<file path="config.mk">
export PLATFORM = sky130hd
export DESIGN_NAME = ppo_ctrl
export DESIGN_NICKNAME = d
export VERILOG_FILES = /design/src/rtl/ppo_pkg.sv /design/src/rtl/ppo_ctrl.sv
export SDC_FILE = /design/constraint.sdc
export NUM_CORES = 1
export LEC_CHECK = 0
export BUFFER_PORTS_ARGS = -buffer_cell sky130_fd_sc_hd__clkbuf_2
export CORE_AREA = 2 2 39 41
export DETAILED_ROUTE_END_ITERATION = 12
export DIE_AREA = 0 0 41 43
export PLACE_DENSITY = 0.68
export SETUP_SLACK_MARGIN = 0.15
export SLEW_MARGIN = 30
export SYNTH_ARGS = -nofsm -noshare
export SYNTH_HDL_FRONTEND = slang
export SYNTH_SLANG_ARGS = --single-unit
</file>
<file path="constraint.sdc">
create_clock -name i_clk -period 2.8 [get_ports i_clk]
set_input_delay 0.14 -clock i_clk [delete_from_list [all_inputs] [get_ports i_clk]]
set_output_delay 0.14 -clock i_clk [all_outputs]
set_load 0.02 [all_outputs]
</file>
<file path="src/rtl/ppo_pkg.sv">
// ----------------------------------------------------------------------------
// Pulse pair odometry package
// Shared widths, codes, item and command types, and the CORDIC arctangent table.
// ----------------------------------------------------------------------------
package ppo_pkg;

    localparam int CORDIC_STEPS_DEF = 16;
    localparam int ATAN_ENTRIES     = 24;
    localparam int ATAN_IDX_W       = 5;

    localparam int DIST_W     = 24;
    localparam int ANG_CFG_W  = 15;
    localparam int POS_W      = 32;
    localparam int HDG_W      = 16;
    localparam int KIND_W     = 2;
    localparam int CFG_IDX_W  = 2;
    localparam int CFG_DATA_W = 24;

    // CORDIC vectors carry 30 fraction bits plus growth headroom
    localparam int CORDIC_W = 34;
    localparam int ZANG_W   = 32;
    localparam int PROD_W   = DIST_W + 1 + POS_W;
    localparam int SUM_W    = 63;

    localparam logic signed [CORDIC_W-1:0] CORDIC_GAIN = 34'sh26DD3B6A;

    localparam logic [KIND_W-1:0] KIND_NONE       = 2'd0;
    localparam logic [KIND_W-1:0] KIND_FORWARD    = 2'd1;
    localparam logic [KIND_W-1:0] KIND_TURN_LEFT  = 2'd2;
    localparam logic [KIND_W-1:0] KIND_TURN_RIGHT = 2'd3;

    localparam logic [CFG_IDX_W-1:0] CFG_STEP_DISTANCE = 2'd0;
    localparam logic [CFG_IDX_W-1:0] CFG_STEP_ANGLE    = 2'd1;

    localparam logic [DIST_W-1:0]    STEP_DISTANCE_RST = 24'd65536;
    localparam logic [ANG_CFG_W-1:0] STEP_ANGLE_RST    = 15'd512;

    typedef struct packed {
        logic req_type;
        logic pulse_level;
    } t_in_item;

    typedef struct packed {
        logic signed [POS_W-1:0] pos_x;
        logic signed [POS_W-1:0] pos_y;
        logic [HDG_W-1:0]        heading;
        logic [KIND_W-1:0]       move_kind;
    } t_out_item;

    typedef struct packed {
        logic [CFG_IDX_W-1:0]  index;
        logic [CFG_DATA_W-1:0] data;
    } t_cfg_item;

    typedef struct packed {
        logic rot1;
        logic rot2;
        logic turn_left;
        logic cordic_init;
        logic cordic_iter;
        logic cordic_fix;
        logic mul_x;
        logic mul_y;
        logic add_y;
        logic half_shift;
        logic set_left;
        logic set_right;
        logic clr_flags;
    } t_dp_cmd;

    typedef struct packed {
        logic left_seen;
        logic right_seen;
        logic iter_last;
    } t_dp_status;

    function automatic logic [ZANG_W-1:0] atan_lut(input logic [ATAN_IDX_W-1:0] idx);
        logic [ZANG_W-1:0] v;
        case (idx)
            5'd0:  v = 32'h20000000;
            5'd1:  v = 32'h12E4051E;
            5'd2:  v = 32'h09FB385B;
            5'd3:  v = 32'h051111D4;
            5'd4:  v = 32'h028B0D43;
            5'd5:  v = 32'h0145D7E1;
            5'd6:  v = 32'h00A2F61E;
            5'd7:  v = 32'h00517C55;
            5'd8:  v = 32'h0028BE53;
            5'd9:  v = 32'h00145F2F;
            5'd10: v = 32'h000A2F98;
            5'd11: v = 32'h000517CC;
            5'd12: v = 32'h00028BE6;
            5'd13: v = 32'h000145F3;
            5'd14: v = 32'h0000A2FA;
            5'd15: v = 32'h0000517D;
            5'd16: v = 32'h000028BE;
            5'd17: v = 32'h0000145F;
            5'd18: v = 32'h00000A30;
            5'd19: v = 32'h00000518;
            5'd20: v = 32'h0000028C;
            5'd21: v = 32'h00000146;
            5'd22: v = 32'h000000A3;
            5'd23: v = 32'h00000051;
            default: v = 32'h00000000;
        endcase
        return v;
    endfunction

endpackage

</file>
<file path="src/rtl/ppo_ctrl.sv">
// ----------------------------------------------------------------------------
// Odometry controller
// Decodes each pulse against the seen flags and sequences the datapath.
// ----------------------------------------------------------------------------
module ppo_ctrl (
    input  logic                        i_clk,
    input  logic                        i_rst_n,
    input  logic                        i_start,
    input  ppo_pkg::t_in_item           i_item,
    input  ppo_pkg::t_dp_status         i_status,
    input  logic                        i_out_free,
    output logic                        o_ready,
    output logic                        o_emit,
    output logic [ppo_pkg::KIND_W-1:0]  o_kind,
    output ppo_pkg::t_dp_cmd            o_cmd
);

    localparam logic [3:0] ST_IDLE = 4'd0;
    localparam logic [3:0] ST_ROT1 = 4'd1;
    localparam logic [3:0] ST_INIT = 4'd2;
    localparam logic [3:0] ST_ITER = 4'd3;
    localparam logic [3:0] ST_FIX  = 4'd4;
    localparam logic [3:0] ST_MULX = 4'd5;
    localparam logic [3:0] ST_MULY = 4'd6;
    localparam logic [3:0] ST_ADDY = 4'd7;
    localparam logic [3:0] ST_ROT2 = 4'd8;
    localparam logic [3:0] ST_DONE = 4'd9;

    logic [3:0]                 r_state, n_state;
    logic [ppo_pkg::KIND_W-1:0] r_kind, n_kind;

    logic w_own, w_other, w_act;

    assign w_own   = i_item.req_type ? i_status.right_seen : i_status.left_seen;
    assign w_other = i_item.req_type ? i_status.left_seen  : i_status.right_seen;
    assign w_act   = i_start && i_item.pulse_level;

    always_comb begin
        n_state = r_state;
        n_kind  = r_kind;
        o_ready = 1'b0;
        o_emit  = 1'b0;
        o_cmd   = '0;
        o_cmd.turn_left  = (r_kind == ppo_pkg::KIND_TURN_LEFT);
        o_cmd.half_shift = (r_kind != ppo_pkg::KIND_FORWARD);
        case (r_state)
            ST_IDLE: begin
                o_ready = 1'b1;
                if (i_start) begin
                    n_kind  = ppo_pkg::KIND_NONE;
                    n_state = ST_DONE;
                    if (w_act && w_own) begin
                        n_kind  = i_item.req_type ? ppo_pkg::KIND_TURN_LEFT
                                                  : ppo_pkg::KIND_TURN_RIGHT;
                        n_state = ST_ROT1;
                    end else if (w_act && w_other) begin
                        n_kind  = ppo_pkg::KIND_FORWARD;
                        n_state = ST_INIT;
                    end
                end
                // first pulse of a wheel: mark it and report no move
                o_cmd.set_left  = w_act && !w_own && !w_other && !i_item.req_type;
                o_cmd.set_right = w_act && !w_own && !w_other && i_item.req_type;
            end
            ST_ROT1: begin
                o_cmd.rot1 = 1'b1;
                n_state    = ST_INIT;
            end
            ST_INIT: begin
                o_cmd.cordic_init = 1'b1;
                n_state           = ST_ITER;
            end
            ST_ITER: begin
                o_cmd.cordic_iter = 1'b1;
                if (i_status.iter_last) begin
                    n_state = ST_FIX;
                end
            end
            ST_FIX: begin
                o_cmd.cordic_fix = 1'b1;
                n_state          = ST_MULX;
            end
            ST_MULX: begin
                o_cmd.mul_x = 1'b1;
                n_state     = ST_MULY;
            end
            ST_MULY: begin
                o_cmd.mul_y = 1'b1;
                n_state     = ST_ADDY;
            end
            ST_ADDY: begin
                o_cmd.add_y = 1'b1;
                if (r_kind == ppo_pkg::KIND_FORWARD) begin
                    o_cmd.clr_flags = 1'b1;
                    n_state         = ST_DONE;
                end else begin
                    n_state = ST_ROT2;
                end
            end
            ST_ROT2: begin
                o_cmd.rot2 = 1'b1;
                n_state    = ST_DONE;
            end
            ST_DONE: begin
                // hold until the output register can take the item
                if (i_out_free) begin
                    o_emit  = 1'b1;
                    n_state = ST_IDLE;
                end
            end
            default: begin
                n_state = ST_IDLE;
            end
        endcase
    end

    always_ff @(posedge i_clk) begin
        if (!i_rst_n) begin
            r_state <= ST_IDLE;
            r_kind  <= ppo_pkg::KIND_NONE;
        end else begin
            r_state <= n_state;
            r_kind  <= n_kind;
        end
    end

    assign o_kind = r_kind;

endmodule

</file>
==> results.cfg, run 1 <==
[power_and_ir_drop]
p_comb_share_pct = 49.7
powerDensity_mw_per_mm2 = 739
total_power_uw = 469
power_frac_seq_pct = 33.4
power_frac_clock_pct = 17.0
swShare_pct = 47.9
p_sw_uw = 224
power.leakage_uw = 0.000304
internal_power_uw = 244
ir_drop_mv = 0.500

[drt]
top_layer = met3
dr_wl_met3_um = 125
wl_met1_um = 604
dr.pass1.iters = 4
wl_um = 1240
via_per_inst = 5.09
final_antenna_net_count = 0
wl_met2_um = 512
wl_per_cell_um = 11.3
drtIter0Drc = 19
drc = 0
vias = 560

[clock_tree]
cts_max_level = 1
numCtsBuffers = 3
cts_tree = done
cts_num_sinks = 6
ctsResizeCount = 0
cts_setup_buffers = 0
cts_buffer_depth = 2
clock-root-buffer = clkbuf_4
path_clk_slew_ns = 0.05
clock_latency_ns = 0.25
holdBufCountCts = 0

[grt]
grt.total_usage_pct = 14.8
grt_pass1_wl_um = 1790
grt_max_degree = 15
gr-total-overflow = 0
grt_pass1_vias = 427
antenna_found_initial = 0

[run]
drv_cap = 0

[finish]
regArea_sq_um = 120
area_growth_pct = 28.7
layout_commonest_cell = clkbuf_2
multi_input_area_sq_um = 335
diodes = 0
drive_above_1_share_pct = 33.0
nFillCells = 150
nNetsFinal = 105
final_cell_mix = clkbuf_2 (25), nor2_1 (8), nand2_1 (8), dfxtp_1 (6), nand2b_1 (5)

[run_status]
status = completed

[setup_path]
crit_family = simple AND/OR/NAND/NOR gates
rr_worst_depth = 6
critPathRequiredTime_ns = 2.66
cp_cell_sequence = nor2_1 -> nand2_1 -> nor4_1 -> nor2b_1 -> clkbuf_2
cp_num_buf_inv = 1
r2r_setup_slack_ns = 1.43
r2r-start = r_state[0]$_SDFFE_PN0P_
slowest_stage = dfxtp_1
critPathCapture = o_cmd[2]
crit_cells = 5
crit_start = r_state[0]$_SDFFE_PN0P_
critPathMaxFanout = 12
cp.arrival_ns = 1.65
cp-end-kind = primary output
slowest_delay_ns = 0.41
reg2reg_to = o_kind[0]$_SDFFE_PN0P_
critPathKind = flop to primary output
critPathLaunchType = flop

[sta]
final-hold-violation-count = 0
rsz0062_at_grt = no
fmax_mhz = 559
fin_crit_sh_pct = 63.9
worst_slew_margin_rel_pct = 74.0
period_needed_ns = 1.79
fin_setup_tns_ns = 0
worst_pin_slew_ns = 0.390
slew_violations = 0
finClkSkew_ns = 0.00726
setup_viol = 0

[placement]
globalplace.congestion = 0.765
io_buffers = 25
detailed_place_hpwl_um = 934

[synth]
synth.avg_cell_area_sq_um = 7.04
yosys_warnings = 0
synthCells = 70
syn_nets = 79
yosys_register_bits = 6
ys_types = 28
synth.cell_area_sq_um = 493
ys_seq_area_share_pct = 24.4

[die]
dieArea_sq_mm = 0.00176
start_util_pct = 35.6
fp.dieW_um = 41
ios = 26
rows = 14
core_sq_mm = 0.00138
die_h_um = 43

[worst_hold_path]
min_path_type = input pin to flop
==> Yosys cell counts (all sizes together) <==
cell type	instances	area share (%)
a211oi	1	2.5
a21boi	1	1.5
a21oi	2	2.0
a31oi	2	2.5
and2	1	1.3
and3	3	3.8
and3b	1	1.8
buf	4	5.3
dfxtp	6	24
inv	3	2.3
mux2	1	2.3
mux2i	1	2.0
nand2	8	6.1
nand2b	5	6.3
nand3	1	1.0
nand3b	2	3.0
nand4	2	2.5
nand4b	1	1.8
nor2	8	6.1
nor2b	4	5.1
nor3	5	6.1
nor3b	1	1.5
nor4	1	1.3
o211ai	1	1.5
o21ai	4	4.1
or3b	1	1.8
==> layer usage <==
layer | global-route usage (%) | vias up
met1 | 20.0 | 235
met5 | 0 | -
met2 | 20.9 | 31
met3 | 7.85 | 0
li1 | - | 294
met4 | 2.00 | 0
==> power by group through the flow <==
stage               sequential, uW  combinational, uW  clock (uW)
finish                         156                233        79.5
global route                   160                254        90.0
CTS                            155                233        82.5
detailed placement             157                230           0
global placement               153                230           0
floorplan                      119                208           0
==> cell families after synthesis <==
logic type / after synthesis / share of synthesized area [%]
mux: 2 / 4.31
compound gates: 11 / 14.2
buf+inv: 7 / 7.61
flops: 6 / 24.4
simple gates: 44 / 49.5
==> registers in the layout (all words and copies together), names as in the netlist <==
signal	cells
r_state	4
o_kind	2
==> how the worst min path moves through the flow <==
stage          startpoint                endpoint  slack [ns]  depth (start not counted)
3_3_place_gp      i_rst_n  o_kind[0]$_SDFFE_PN0P_        0.42                          2
6_report          i_rst_n  o_kind[0]$_SDFFE_PN0P_        0.17                          2
3_5_place_dp      i_rst_n  o_kind[0]$_SDFFE_PN0P_        0.42                          2
4_1_cts           i_rst_n  o_kind[0]$_SDFFE_PN0P_        0.16                          2
5_1_grt           i_rst_n  o_kind[0]$_SDFFE_PN0P_        0.17                          2
2_1_floorplan     i_rst_n  o_kind[0]$_SDFFE_PN0P_        0.27                          1
==> final cells by class <==
type,instances,area share (%)
Clock buffer,3,3.55
Inverter,3,1.78
Multi-Input combinational cell,57,52.9
Sequential cell,6,18.9
Tap cell,16,3.16
Timing Repair Buffer,25,19.7
==> metrics by stage <==
stage / utilization, % / hold WS (ns) / cells / worst slack [ns] / instance area (sq um)
global placement: 44.2 / 0.419 / 107 / 1.32 / 612
CTS: 45.8 / 0.164 / 110 / 1.02 / 634
finish: 45.8 / 0.169 / 110 / 1.01 / 634
detailed placement: 44.2 / 0.418 / 107 / 1.29 / 612
global route: 45.8 / 0.170 / 110 / 0.857 / 634
floorplan: - / 0.268 / 70 / 1.38 / 493
No activity file was read; power rests on OpenSTA's default activity.
==> run 2: changes to the inputs <==
ABC_AREA = 1   (was not set)
CORE_AREA = not set   (was 2 2 39 41)
CORE_UTILIZATION = 38   (was not set)
DIE_AREA = not set   (was 0 0 41 43)
PLACE_DENSITY = 0.72   (was 0.68)
clock period = 1.4 ns   (was 2.8 ns; I/O delays follow)
==> run 2 against run 1 <==
Net effect:
- synthesized cell count increased by 26%
- setup slack worse by 0.92 ns
- worst hold slack got worse by 0.12 ns
- clock power is 97% higher
- utilization is 28 points higher
==> results.cfg, run 2 <==
[run_status]
status = completed

[synth]
yosysTopAreaCellShare_pct = 23.9
synthArstFlopShare_pct = 0
ys_seq_area_share_pct = 23.9
yosys_register_bits = 6
synthTopCellsByCount = inv_1 (18), nand2_1 (18), nor2_1 (14), dfxtp_1 (6), nand3_1 (6)
synth_top_area_cell = dfxtp_1
ys_types = 19
synth.cell_area_sq_um = 502
yosys_warnings = 0
ys.flop_type = dfxtp_1
synthCells = 88
synth.avg_cell_area_sq_um = 5.70
synth_edf_count = 0
syn_nets = 97
synth_area_leaders = dfxtp_1 (24%), inv_1 (13%), nand2_1 (13%)

[clock_tree]
cts_tree = done
holdBufCountCts = 0
cts_max_level = 1
path_clk_slew_ns = 0.04
clock_latency_ns = 0.24
cts_num_sinks = 6
cts_buffer_depth = 2
numCtsBuffers = 3
clock-root-buffer = clkbuf_4

[placement]
detailed_place_hpwl_um = 1030
io_buffers = 25
place_area_sq_um = 659
globalplace.congestion = 0.839

[die]
start_util_pct = 42.8
fp.dieW_um = 38.3
core_sq_mm = 0.00117
rows = 12
dieArea_sq_mm = 0.00147
ios = 26
die_h_um = 38.3

[worst_hold_path]
min_path_type = input pin to flop
hold_start = i_rst_n

[drt]
drc = 0
via_per_inst = 4.83
wl_um = 1480
drtIter0Drc = 9
wl_per_cell_um = 10.8
final_antenna_net_count = 0
dr.pass1.iters = 5
vias = 662

[grt]
grt_max_degree = 9
grt_pass1_wl_um = 2060
grt_pass1_vias = 541
antenna_found_initial = 0
grt.total_usage_pct = 20.6
gr-total-overflow = 0

[setup_path]
cp-end-kind = primary output
critPathRequiredTime_ns = 1.33
crit_start = r_state[0]$_SDFFE_PN0P_
r2r-start = r_state[0]$_SDFFE_PN0P_
cp.arrival_ns = 1.24
critPathMaxFanout = 3
critPathLaunchType = flop
critPathKind = flop to primary output

[power_and_ir_drop]
power.leakage_uw = 0.000461
powerDensity_mw_per_mm2 = 1900
ir_drop_mv = 0.913

[finish]
diodes = 0
drive_above_1_share_pct = 51.2
final_cell_mix = clkbuf_2 (15), inv_1 (14), nand2_1 (14), nor2_1 (9), buf_4 (9)
area_growth_pct = 71.6
nNetsFinal = 134
fin_util_pct = 73.5
fin_area_sq_um = 861
layout_commonest_cell = clkbuf_2
largest_register_ffs = 4
regMostFlops = r_state

[sta]
worst_pin_slew_ns = 0.225
worst_slew_margin_rel_pct = 84.9
final-hold-violation-count = 0
fin_setup_tns_ns = 0
period_needed_ns = 1.31
setup_viol = 0
slew_violations = 0
rsz0062_at_grt = yes
fin_crit_sh_pct = 93.3
finClkSkew_ns = 0.00229
fmax_mhz = 765

[run]
drv_cap = 0
==> run 2: final cells by class <==
type	count	area (sq um)
inverter	21	83.8
fill	107	310
sequential	6	133
timing repair buffer	32	235
multi-input combinational	61	369
tap	14	17.5
clock buffer	3	22.5
==> run 2: path summary, 6_finish.rpt <==
kind	to	slack (ns)	cells past startpoint
worst max-delay path	o_emit	0.09	5
worst min-delay path	r_state[1]$_SDFFE_PN0P_	0.05	3
worst max register to register	r_state[0]$_SDFFE_PN0P_	0.12	8
worst min register to register	o_kind[1]$_SDFFE_PN0P_	0.48	2
==> run 2: through the flow <==
stage	setup WS, ns	instances	hold slack (ns)	power [uW]
finish	0.0934	137	0.0469	1640
global route	0.0392	137	0.0553	1740
CTS	0.0804	134	0.0349	1450
detailed placement	0.171	127	0.284	1110
global placement	0.181	127	0.280	1110
floorplan	0.110	88	0.168	909
==> run 2: worst max-delay path, stage by stage, from the launching register on <==
cell and delay (ns):
dfxtp_4 0.37, inv_4 0.05, nor2_4 0.11, inv_2 0.05, nor4_2 0.24, buf_4 0.18
==> run 2: cell families (layout without fill, tap and decap cells) <==
group	count (synthesis)	count (layout)	share of synthesized area [%]
AND/OR/NAND/NOR	49	49	46.9
buffers and inverters	21	56	16.2
AO/OA/AOI/OAI	12	12	13.0
flip-flops	6	6	23.9
==> run 2: where the power goes <==
group | total, uW | switching (uW) | internal, uW | leakage, uW
clock network | 157 | 60.4 | 96.8 | 0.0000138
registers | 325 | 84.0 | 241 | 0.0000517
logic | 1160 | 663 | 493 | 0.000395
total | 1640 | 807 | 831 | 0.000461
==> run 2: per-layer routing <==
metal	vias up	share of wire [%]	GRT usage, %
met5	-	0	0
met4	0	0	0
met3	0	4.8	8.72
met2	23	55	40.7
met1	295	40	21.0
li1	344	-	-
==> run 2: timing repair <==
item	4_1_cts	5_1_grt
buffers inserted	4	3
pin swaps	5	8
endpoints found under the setup margin	9	15
cloned	0	0
resized for setup	16	36
